===== src/rtl/xyz_image_normal_estimator_top_macros.svh =====
// Assertion macros shared by the normal estimator RTL.
// No dependencies; included inside module bodies.
`ifndef XYZ_IMAGE_NORMAL_ESTIMATOR_TOP_MACROS_SVH
`define XYZ_IMAGE_NORMAL_ESTIMATOR_TOP_MACROS_SVH

// same-cycle implication
`define XYZ_ASSERT_NOW(label, clk, rst_n, ante, cons, msg) \
    label: assert property (@(posedge clk) disable iff (!rst_n) (ante) |-> (cons)) \
        else $error(msg);

// next-cycle implication
`define XYZ_ASSERT_NXT(label, clk, rst_n, ante, cons, msg) \
    label: assert property (@(posedge clk) disable iff (!rst_n) (ante) |=> (cons)) \
        else $error(msg);

`endif


===== src/rtl/xyz_ne_pkg.sv =====
// Types and constants of the XYZ image normal estimator.
// No dependencies; used by xyz_ne_norm and the top level.
package xyz_ne_pkg;

    localparam int COORD_W    = 20;
    localparam int DIFF_W     = COORD_W + 1;
    localparam int PROD_W     = 2 * DIFF_W;
    localparam int CROSS_W    = PROD_W + 1;
    localparam int MAG_W      = CROSS_W - 1;
    localparam int LIM_W      = 30;
    localparam int SUM_W      = 64;
    localparam int ROOT_W     = 32;
    localparam int NORM_F     = 14;
    localparam int NORM_W     = 16;
    localparam int QUO_W      = NORM_F + 1;
    localparam int ACC_W      = NORM_F + 5;
    localparam int MAX_WIDTH  = 2048;
    localparam int MAX_HEIGHT = 4096;
    localparam int ADDR_W     = $clog2(MAX_WIDTH);
    localparam int ROW_W      = 12;
    localparam int CFG_WW     = 12;
    localparam int CFG_HW     = 13;
    localparam int CFG_DW     = 13;
    localparam int CFG_IW     = 2;
    localparam int NUM_TRI    = 8;

    localparam logic [CFG_IW-1:0] REG_WIDTH  = 2'd0;
    localparam logic [CFG_IW-1:0] REG_HEIGHT = 2'd1;

    typedef struct packed {
        logic signed [COORD_W-1:0] x;
        logic signed [COORD_W-1:0] y;
        logic signed [COORD_W-1:0] z;
    } t_point;

    typedef struct packed {
        logic signed [CROSS_W-1:0] x;
        logic signed [CROSS_W-1:0] y;
        logic signed [CROSS_W-1:0] z;
    } t_vec;

    typedef struct packed {
        logic signed [NORM_W-1:0] x;
        logic signed [NORM_W-1:0] y;
        logic signed [NORM_W-1:0] z;
    } t_nrm;

endpackage


===== src/rtl/xyz_ne_norm.sv =====
// Iterative fixed-point vector normaliser: range shift, sum of squares,
// bit-pair square root and restoring division. Depends on xyz_ne_pkg.
module xyz_ne_norm (
    input  logic             i_clk,
    input  logic             i_rst_n,
    input  logic             i_start,
    input  xyz_ne_pkg::t_vec i_vec,
    output logic             o_done,
    output xyz_ne_pkg::t_nrm o_nrm
);
    import xyz_ne_pkg::*;
    `include "xyz_image_normal_estimator_top_macros.svh"

    localparam logic [2:0] S_IDLE = 3'd0;
    localparam logic [2:0] S_SHFT = 3'd1;
    localparam logic [2:0] S_SQ   = 3'd2;
    localparam logic [2:0] S_ROOT = 3'd3;
    localparam logic [2:0] S_DLD  = 3'd4;
    localparam logic [2:0] S_DIV  = 3'd5;
    localparam logic [2:0] S_DONE = 3'd6;

    logic [2:0]              r_state;
    logic [MAG_W-1:0]        r_mag [3];
    logic [2:0]              r_neg;
    logic [1:0]              r_j;
    logic [SUM_W-1:0]        r_v;
    logic [SUM_W-1:0]        r_res;
    logic [SUM_W-1:0]        r_bit;
    logic [3:0]              r_cnt;
    logic [ROOT_W:0]         r_rem;
    logic [QUO_W-1:0]        r_num;
    logic [QUO_W-1:0]        r_quo;
    logic signed [NORM_W-1:0] r_out [3];

    logic [LIM_W-1:0]        w_msel;
    logic [2*LIM_W-1:0]      w_sq;
    logic [SUM_W-1:0]        w_trial;
    logic [ROOT_W:0]         w_den;
    logic [LIM_W+QUO_W:0]    w_numer;
    logic [ROOT_W+1:0]       w_t;
    logic                    w_qb;
    logic [QUO_W-1:0]        w_q;
    logic                    w_big;

    always_comb begin
        w_msel  = r_mag[r_j][LIM_W-1:0];
        w_sq    = w_msel * w_msel;
        w_trial = r_res + r_bit;
        w_den   = {r_res[ROOT_W-1:0], 1'b0};
        w_numer = {1'b0, w_msel, {QUO_W{1'b0}}}
                + (LIM_W+QUO_W+1)'(r_res[ROOT_W-1:0]);
        w_t     = {r_rem, r_num[QUO_W-1]};
        w_qb    = (w_t >= {1'b0, w_den});
        w_q     = {r_quo[QUO_W-2:0], w_qb};
        w_big   = (|r_mag[0][MAG_W-1:LIM_W]) | (|r_mag[1][MAG_W-1:LIM_W])
                | (|r_mag[2][MAG_W-1:LIM_W]);
    end

    always_ff @(posedge i_clk) begin
        if (!i_rst_n) begin
            r_state <= S_IDLE;
        end else begin
            unique case (r_state)
                S_IDLE: begin
                    if (i_start) begin
                        r_mag[0] <= i_vec.x[CROSS_W-1] ? MAG_W'(-i_vec.x) : MAG_W'(i_vec.x);
                        r_mag[1] <= i_vec.y[CROSS_W-1] ? MAG_W'(-i_vec.y) : MAG_W'(i_vec.y);
                        r_mag[2] <= i_vec.z[CROSS_W-1] ? MAG_W'(-i_vec.z) : MAG_W'(i_vec.z);
                        r_neg    <= {i_vec.z[CROSS_W-1], i_vec.y[CROSS_W-1],
                                     i_vec.x[CROSS_W-1]};
                        r_state  <= S_SHFT;
                    end
                end
                S_SHFT: begin
                    if (w_big) begin
                        r_mag[0] <= r_mag[0] >> 1;
                        r_mag[1] <= r_mag[1] >> 1;
                        r_mag[2] <= r_mag[2] >> 1;
                    end else begin
                        r_v     <= '0;
                        r_j     <= 2'd0;
                        r_state <= S_SQ;
                    end
                end
                S_SQ: begin
                    r_v <= r_v + SUM_W'(w_sq);
                    if (r_j == 2'd2) begin
                        r_res   <= '0;
                        r_bit   <= SUM_W'(1) << (SUM_W - 2);
                        r_state <= S_ROOT;
                    end else begin
                        r_j <= r_j + 2'd1;
                    end
                end
                S_ROOT: begin
                    if (r_bit == '0) begin
                        r_j <= 2'd0;
                        if (r_res == '0) begin
                            r_out[0] <= '0;
                            r_out[1] <= '0;
                            r_out[2] <= '0;
                            r_state  <= S_DONE;
                        end else begin
                            r_state <= S_DLD;
                        end
                    end else begin
                        if (r_v >= w_trial) begin
                            r_v   <= r_v - w_trial;
                            r_res <= (r_res >> 1) + r_bit;
                        end else begin
                            r_res <= r_res >> 1;
                        end
                        r_bit <= r_bit >> 2;
                    end
                end
                S_DLD: begin
                    r_rem   <= (ROOT_W+1)'(w_numer[LIM_W+QUO_W:QUO_W]);
                    r_num   <= w_numer[QUO_W-1:0];
                    r_quo   <= '0;
                    r_cnt   <= 4'd0;
                    r_state <= S_DIV;
                end
                S_DIV: begin
                    r_rem <= w_qb ? (ROOT_W+1)'(w_t - {1'b0, w_den}) : w_t[ROOT_W:0];
                    r_num <= {r_num[QUO_W-2:0], 1'b0};
                    r_quo <= w_q;
                    r_cnt <= r_cnt + 4'd1;
                    if (r_cnt == 4'(QUO_W - 1)) begin
                        r_out[r_j] <= r_neg[r_j] ? -NORM_W'(w_q) : NORM_W'(w_q);
                        if (r_j == 2'd2) begin
                            r_state <= S_DONE;
                        end else begin
                            r_j     <= r_j + 2'd1;
                            r_state <= S_DLD;
                        end
                    end
                end
                S_DONE: begin
                    r_state <= S_IDLE;
                end
                default: begin
                    r_state <= S_IDLE;
                end
            endcase
        end
    end

    assign o_done  = (r_state == S_DONE);
    assign o_nrm.x = r_out[0];
    assign o_nrm.y = r_out[1];
    assign o_nrm.z = r_out[2];

    `XYZ_ASSERT_NOW(a_start_idle, i_clk, i_rst_n, i_start, r_state == S_IDLE, "start while busy")
    `XYZ_ASSERT_NXT(a_done_idle, i_clk, i_rst_n, o_done, r_state == S_IDLE, "no return to idle")
    `XYZ_ASSERT_NOW(a_div_nonzero, i_clk, i_rst_n, r_state == S_DIV, r_res != '0, "zero divisor")
    `XYZ_ASSERT_NOW(a_unit_range, i_clk, i_rst_n, o_done,
        o_nrm.x <= 16'sd16384 && o_nrm.x >= -16'sd16384 && o_nrm.z <= 16'sd16384, "range")

endmodule


===== config.mk =====
export PLATFORM = sky130hd
export DESIGN_NAME = xyz_ne_norm
export DESIGN_NICKNAME = d
export VERILOG_FILES = /design/src/rtl/xyz_ne_pkg.sv /design/src/rtl/xyz_ne_norm.sv
export VERILOG_INCLUDE_DIRS = /design/src /design/src/rtl
export SDC_FILE = /design/constraint.sdc
export NUM_CORES = 2
export LEC_CHECK = 0
export ABC_AREA = 1
export BUFFER_PORTS_ARGS = -buffer_cell sky130_fd_sc_hd__buf_2
export CORE_ASPECT_RATIO = 2
export CORE_MARGIN = 3
export CORE_UTILIZATION = 35
export DETAILED_ROUTE_END_ITERATION = 12
export PLACE_DENSITY = 0.52
export SETUP_SLACK_MARGIN = 0.15
export SLEW_MARGIN = 25
export SYNTH_ARGS = -nofsm -noshare
export SYNTH_HDL_FRONTEND = slang
export SYNTH_SLANG_ARGS = --single-unit
export TNS_END_PERCENT = 10

===== constraint.sdc =====
create_clock -name i_clk -period 21.2 [get_ports i_clk]
set_input_delay 4.24 -clock i_clk [delete_from_list [all_inputs] [get_ports i_clk]]
set_output_delay 4.24 -clock i_clk [all_outputs]
set_load 0.05 [all_outputs]

=== Word-level counts from Yosys, hierarchy flattened ===
Memories as Yosys holds them, arrays and structs flattened. A register that Yosys moved wholly into a read port is not among the register bits.
Index checks and enable logic that the tools add are counted.

* Memories kept: 2
* Flip-flop bits (word level): 266
* Input port bits: 132
* Output and inout port bits: 49
* Memory bits (writable): 174

{| class="wikitable"
|+ Memories
! memory !! words !! bits a word !! read ports !! clocked after memory_dff !! wr ports !! line !! source
|-
| r_mag || 3 || 42 || 4 || 1 || 3 || xyz_ne_norm.sv:23 || <nowiki>logic [MAG_W-1:0] r_mag [3];</nowiki>
|-
| r_out || 3 || 16 || 3 || 0 || 3 || xyz_ne_norm.sv:33 || <nowiki>logic signed [NORM_W-1:0] r_out [3];</nowiki>
|}

* Bitwise gates (word level): 5
* Add/sub/neg operators: 12
* Multiply operators: 1
* Multiplexer cells: 59
* Order comparisons: 3
* Reduce and logical (&&, ||, !) cells: 17
* Equality and inequality tests: 15

{| class="wikitable"
|+ Operators with widths
! kind !! number
|-
| 2-to-1 mux 64 bit || 8
|-
| one-hot mux 64 bit (2 select lines) || 2
|-
| 2-to-1 mux 42 bit || 6
|-
| one-hot mux 64 bit (3 select lines) || 1
|-
| zero test 64 bit || 2
|-
| negation 42 bit || 3
|-
| one-hot mux 33 bit (2 select lines) || 1
|-
| adder 63 x 64 -> 64 bit || 1
|-
| adder 64 x 60 -> 64 bit || 1
|-
| adder 64 bit || 1
|-
| >= comparator 64 bit || 1
|-
| subtractor 64 bit || 1
|-
| multiplier 30 x 30 -> 60 bit || 1
|-
| adder 45 x 32 -> 46 bit || 1
|-
| OR reduction 12 bit || 3
|-
| >= comparator 34 x 33 -> 1 bit || 1
|-
| 2-to-1 mux 33 bit || 1
|-
| subtractor 33 bit || 1
|-
| 2-to-1 mux 16 bit || 2
|-
| one-hot mux 15 bit (2 select lines) || 1
|-
| one-hot mux 14 bit (2 select lines) || 1
|-
| 2-to-1 mux 1 bit || 19
|-
| one-hot mux 3 bit (6 select lines) || 1
|-
| 2-to-1 mux 2 bit || 8
|-
| other kinds (24) || 44
|}

=== Longest topological paths before layout ===
An unclocked memory read counts as a cell.

* Word-level depth: 9
* Depth in mapped cells: 36
* Mapped depth without buffers: 34

=== Worst setup path after synthesis ===
OpenSTA, ideal clock, no wires.

* Kind: input-to-reg
* Start: input i_rst_n
* End: register r_bit[0] (enable)
* Setup slack: 9.193 ns
* Data arrival time: 11.314 ns
* Cell stages on the path: 2
* Library setup time: 0.693 ns
* Data required time: 20.507 ns
* Cell sequence: nand2_1 -> a211oi_1

* Longest elaborated chain between the ends: 1

{| class="wikitable"
|+ Ends and longest elaborated chain
! element !! line !! source
|-
| start, declared || xyz_ne_norm.sv:5 || <nowiki>input logic i_rst_n,</nowiki>
|-
| AND reduction 4 bit (no line) || n/a ||
|-
| end signal, assigned || xyz_ne_norm.sv:89 || <nowiki>r_bit <= SUM_W'(1) << (SUM_W - 2);</nowiki>
|-
| end signal, assigned || xyz_ne_norm.sv:113 || <nowiki>r_bit <= r_bit >> 2;</nowiki>
|-
| end, declared || xyz_ne_norm.sv:28 || <nowiki>logic [SUM_W-1:0] r_bit;</nowiki>
|}

No other way between the ends.
A chain may end at the register's enable or synchronous reset.

==> impl.org <==
** Outcome
- The flow ran to the end, and the final reports show no timing, DRC or antenna violations.

** Timing
- Dividing the final minimum period by the clock period gives 49.0%.
- Total count of hold-check failures in the final report :: 0
- Number of setup violations in the final report :: 0
- For the pin with the worst max-slew slack, the measured transition is 1.17 ns.
- Clock skew on the completed layout was measured at 0.0555 ns.
- In this run the tightest slew margin relative to its limit is 20.9%.
- Setup repair after global routing missed its margin :: no
- Setup total negative slack on the finished layout was measured at 0 ns.
- The worst path in the final design needs a cycle of 10.38 ns, including I/O delays and setup.
- Top achievable clock speed :: 0.0964 GHz
- Final Max Tran Viols :: 0

** GRT
- Most crowded layer after global routing :: met2
- M1 GR Usage :: 28.6%
- The via count of the first global-routing pass was 66,800.
- Global routing consumed, on the met3 layer, 3.79% of the routing resources.
- Global routing consumed, over all layers together, 32.2% of the routing resources.
- Global routing finished with a remaining overflow of 0.
- The initial antenna violation count came to 6.
- Met2 track demand over resource in global routing :: 61.0%
- Maximum number of pins on one net before global-route repair :: 88
- The first global-routing pass estimated 450 mm of wire.

** Job
- The tool flagged a number of max-cap violations equal to 0.

** Routing
- After detailed routing, the average wire length per cell comes to 26.9 um.
- Number of iterations in the first detailed-routing pass :: 6
- After detailed routing, the number of vias per cell comes to 5.31.
- Total Routed Length :: 319 mm
- For this run, design rule violations remaining after detail routing come to 0.
- Across all layers, the routed design uses 63,100 vias.
- The detailed router finished its first iteration with 4,215 violations.
- The count of nets left with antenna violations once routing finished came out at 0.

** Final layout
- Fraction of final layout cells sized beyond drive strength 1 :: 5.21%
- The final layout contains 10,700 nets.
- Core occupancy in the finished layout :: 38.1%
- Filler Cell Count :: 20,700
- In the final layout, flip-flops and latches occupy 12,300 um2.
- Area of combinational cells with multiple inputs :: 46,100 um2
- P&R area growth vs syn :: 7.99%

** CTS
- Clock tree from TritonCTS :: yes
- For this design, the CTS-stage hold fixing added 0 buffers.
- Number of buffers on the longest clock path :: 3
- The number of gates resized after CTS was 0.
- Clk Latency, worst-skew pair :: 0.68 ns
- Root Driver :: clkbuf_16
- TritonCTS created 45 clock buffers.
- Post-CTS timing repair inserted 0 buffers for setup.
- The clock tree synthesis step divided the H-tree into 2 levels.
- After clock tree synthesis, the clock-pin slew on the worst setup and hold paths is 0.07 ns.
- Clock tree synthesis found a total of 410 sinks.

** Yosys
- Unique cell type count in the Yosys netlist :: 58
- Summing the sequential cell areas from Yosys gives 18.5% of the chip area.
- Counting flops with a built-in enable in the synthesized netlist gives 405.
- Share of flip-flops with an asynchronous set or reset after synthesis :: 0%
- Most used DFF post-synth :: edfxtp_1
- Counting flops and latches in the post-synthesis netlist gives 410.
- The most common cell in the synthesized netlist is nand2_1.
- The number of nets in the synthesized netlist is 10,600.
- Dominant cell type by area after synthesis :: fa_1
- By area the synthesized netlist is led by fa_1, edfxtp_1, nand2_1, inv_1, ha_1.
- Area fraction of the dominant cell type after synthesis :: 22.7%
- After synthesis, the mean cell area works out to 7.18 um2.
- Area of the mapped netlist :: 66,400 um2
- Yosys printed 0 warnings.
- Commonest cells in the synthesized netlist :: nand2_1, inv_1, nor2_1
- Count of mapped cells out of synthesis :: 9,242

** Setup path
- Type of element launching the critical path :: flip-flop
- CP peak stage delay :: 0.74 ns
- STA puts the critical path data arrival time at 10.77 ns.
- Setup crit end kind :: flip-flop
- Worst-path fanout max :: 41
- For the worst setup path, the data required time is 21.60 ns.
- The critical path is of the reg2reg type.
- By instance count, the cell type seen most on the critical path is fa_1.
- The slowest stage of the critical path belongs to the cell dfxtp_1.

** Floorplan
- 181 I/O pins were placed.
- In this run the vertical extent of the chip is 622 um.
- Effective utilization at floorplan :: 35.3%
- The initialized floorplan defines 225 standard-cell rows.
- The floorplan step defined a die boundary enclosing 195,000 um2.
- DIE WIDTH :: 314 um
- The core region is 188,000 um2.

** Placed design
- Detailed placement HPWL :: 268 mm
- Weighted congestion reported at the end of routability-driven placement :: 1.04
- Input and output buffers added on the ports amount to 180.

** Worst hold path
- The worst hold path begins at r_num[9].
- The min-delay analysis places its worst path in the category reg2reg.
[area by class of cell]
| class | count | share of cell area (%) |
|---|---|---|
| multi-input cells | 6713 | 64.3 |
| flip-flops and latches | 410 | 17.1 |
| inverters | 1904 | 9.97 |
| well taps | 2497 | 4.36 |
| repair buffers | 270 | 2.22 |
| clock buffers | 53 | 1.64 |
| clock inverters | 27 | 0.372 |
| diodes | 5 | 0.0175 |
[cell families (layout without fill, tap and decap cells)]
group	Yosys count	after routing	share of synthesized area (%)
DFF	410	410	18.5
buffers and inverters	2119	2254	12.3
and+or+nand+nor	4183	4183	26.0
AOI/OAI and AO/OA	1093	1093	8.99
adders and majority gates	1200	1200	31.1
other	0	5	0
xor gates and xnor gates	237	237	3.13
[stage by stage]
step | hold WS, ns | cell area, um2 | instances | setup WS, ns
6_report | 0.539 | 71700 | 11900 | 10.82
5_1_grt | 0.563 | 71700 | 11900 | 10.58
4_1_cts | 0.541 | 71700 | 11900 | 10.84
3_5_place_dp | 0.526 | 70200 | 11800 | 10.93
3_3_place_gp | 0.507 | 70200 | 11800 | 10.88
2_1_floorplan | 0.493 | 66400 | 9242 | 9.19
[registers in the layout, indices dropped and copies added, names as in the netlist, named ones only]
signal   count
r_num       15
r_neg        3
r_cnt        4
r_bit       32
r_rem       33
r_res       64
r_j          2
r_v         64
r_quo       14
r_state      3
r_out       48
r_mag      126
[path summary, 6_finish.rpt]
| check | end | slack [ns] | cells after the start |
|---|---|---|---|
| worst max register to register | r_v[45] | 10.82 | 29 |
| worst max-delay path | r_v[45] | 10.82 | 29 |
| worst min register to register | r_num[10] | 0.54 | 2 |
| worst min-delay path | r_num[10] | 0.54 | 2 |
[layer usage]
| metal | vias to the layer above | routed length, um |
|---|---|---|
| li1 | 29100 | - |
| met1 | 30700 | 96100 |
| met2 | 2294 | 169000 |
| met3 | 1040 | 14200 |
| met4 | 6 | 39900 |
| met5 | - | 35 |
[worst max-delay path: cells and delay by family (launching register included)]
family	cells	cell delay [ns]
fa+ha+maj	9	4.72
simple gates	11	2.21
buf+inv	7	1.96
flops	1	0.74
compound gates	2	0.43
[layout by cell type (no fill, tap or decap), types with 13 or more instances in the layout]
master,count
nor3_1,73
buf_2,180
ha_1,448
nand2_2,17
fa_1,752
o21bai_1,37
a21oi_2,13
edfxtp_1,405
a21oi_1,414
nor2_1,1204
inv_2,21
nand2_1,2120
o21ai_0,442
o21ai_1,32
inv_1,1877
o211ai_1,37
nor4_1,39
nand3b_1,35
clkbuf_16,45
a31oi_1,35
xnor2_1,78
or2_2,39
o21ai_2,25
nand4_1,151
o21a_1,17
xor2_1,159
buf_4,88
nand3_1,452
Power is not shown: default switching activity piles up to over one toggle a cycle in this logic, so the estimate is an artifact.
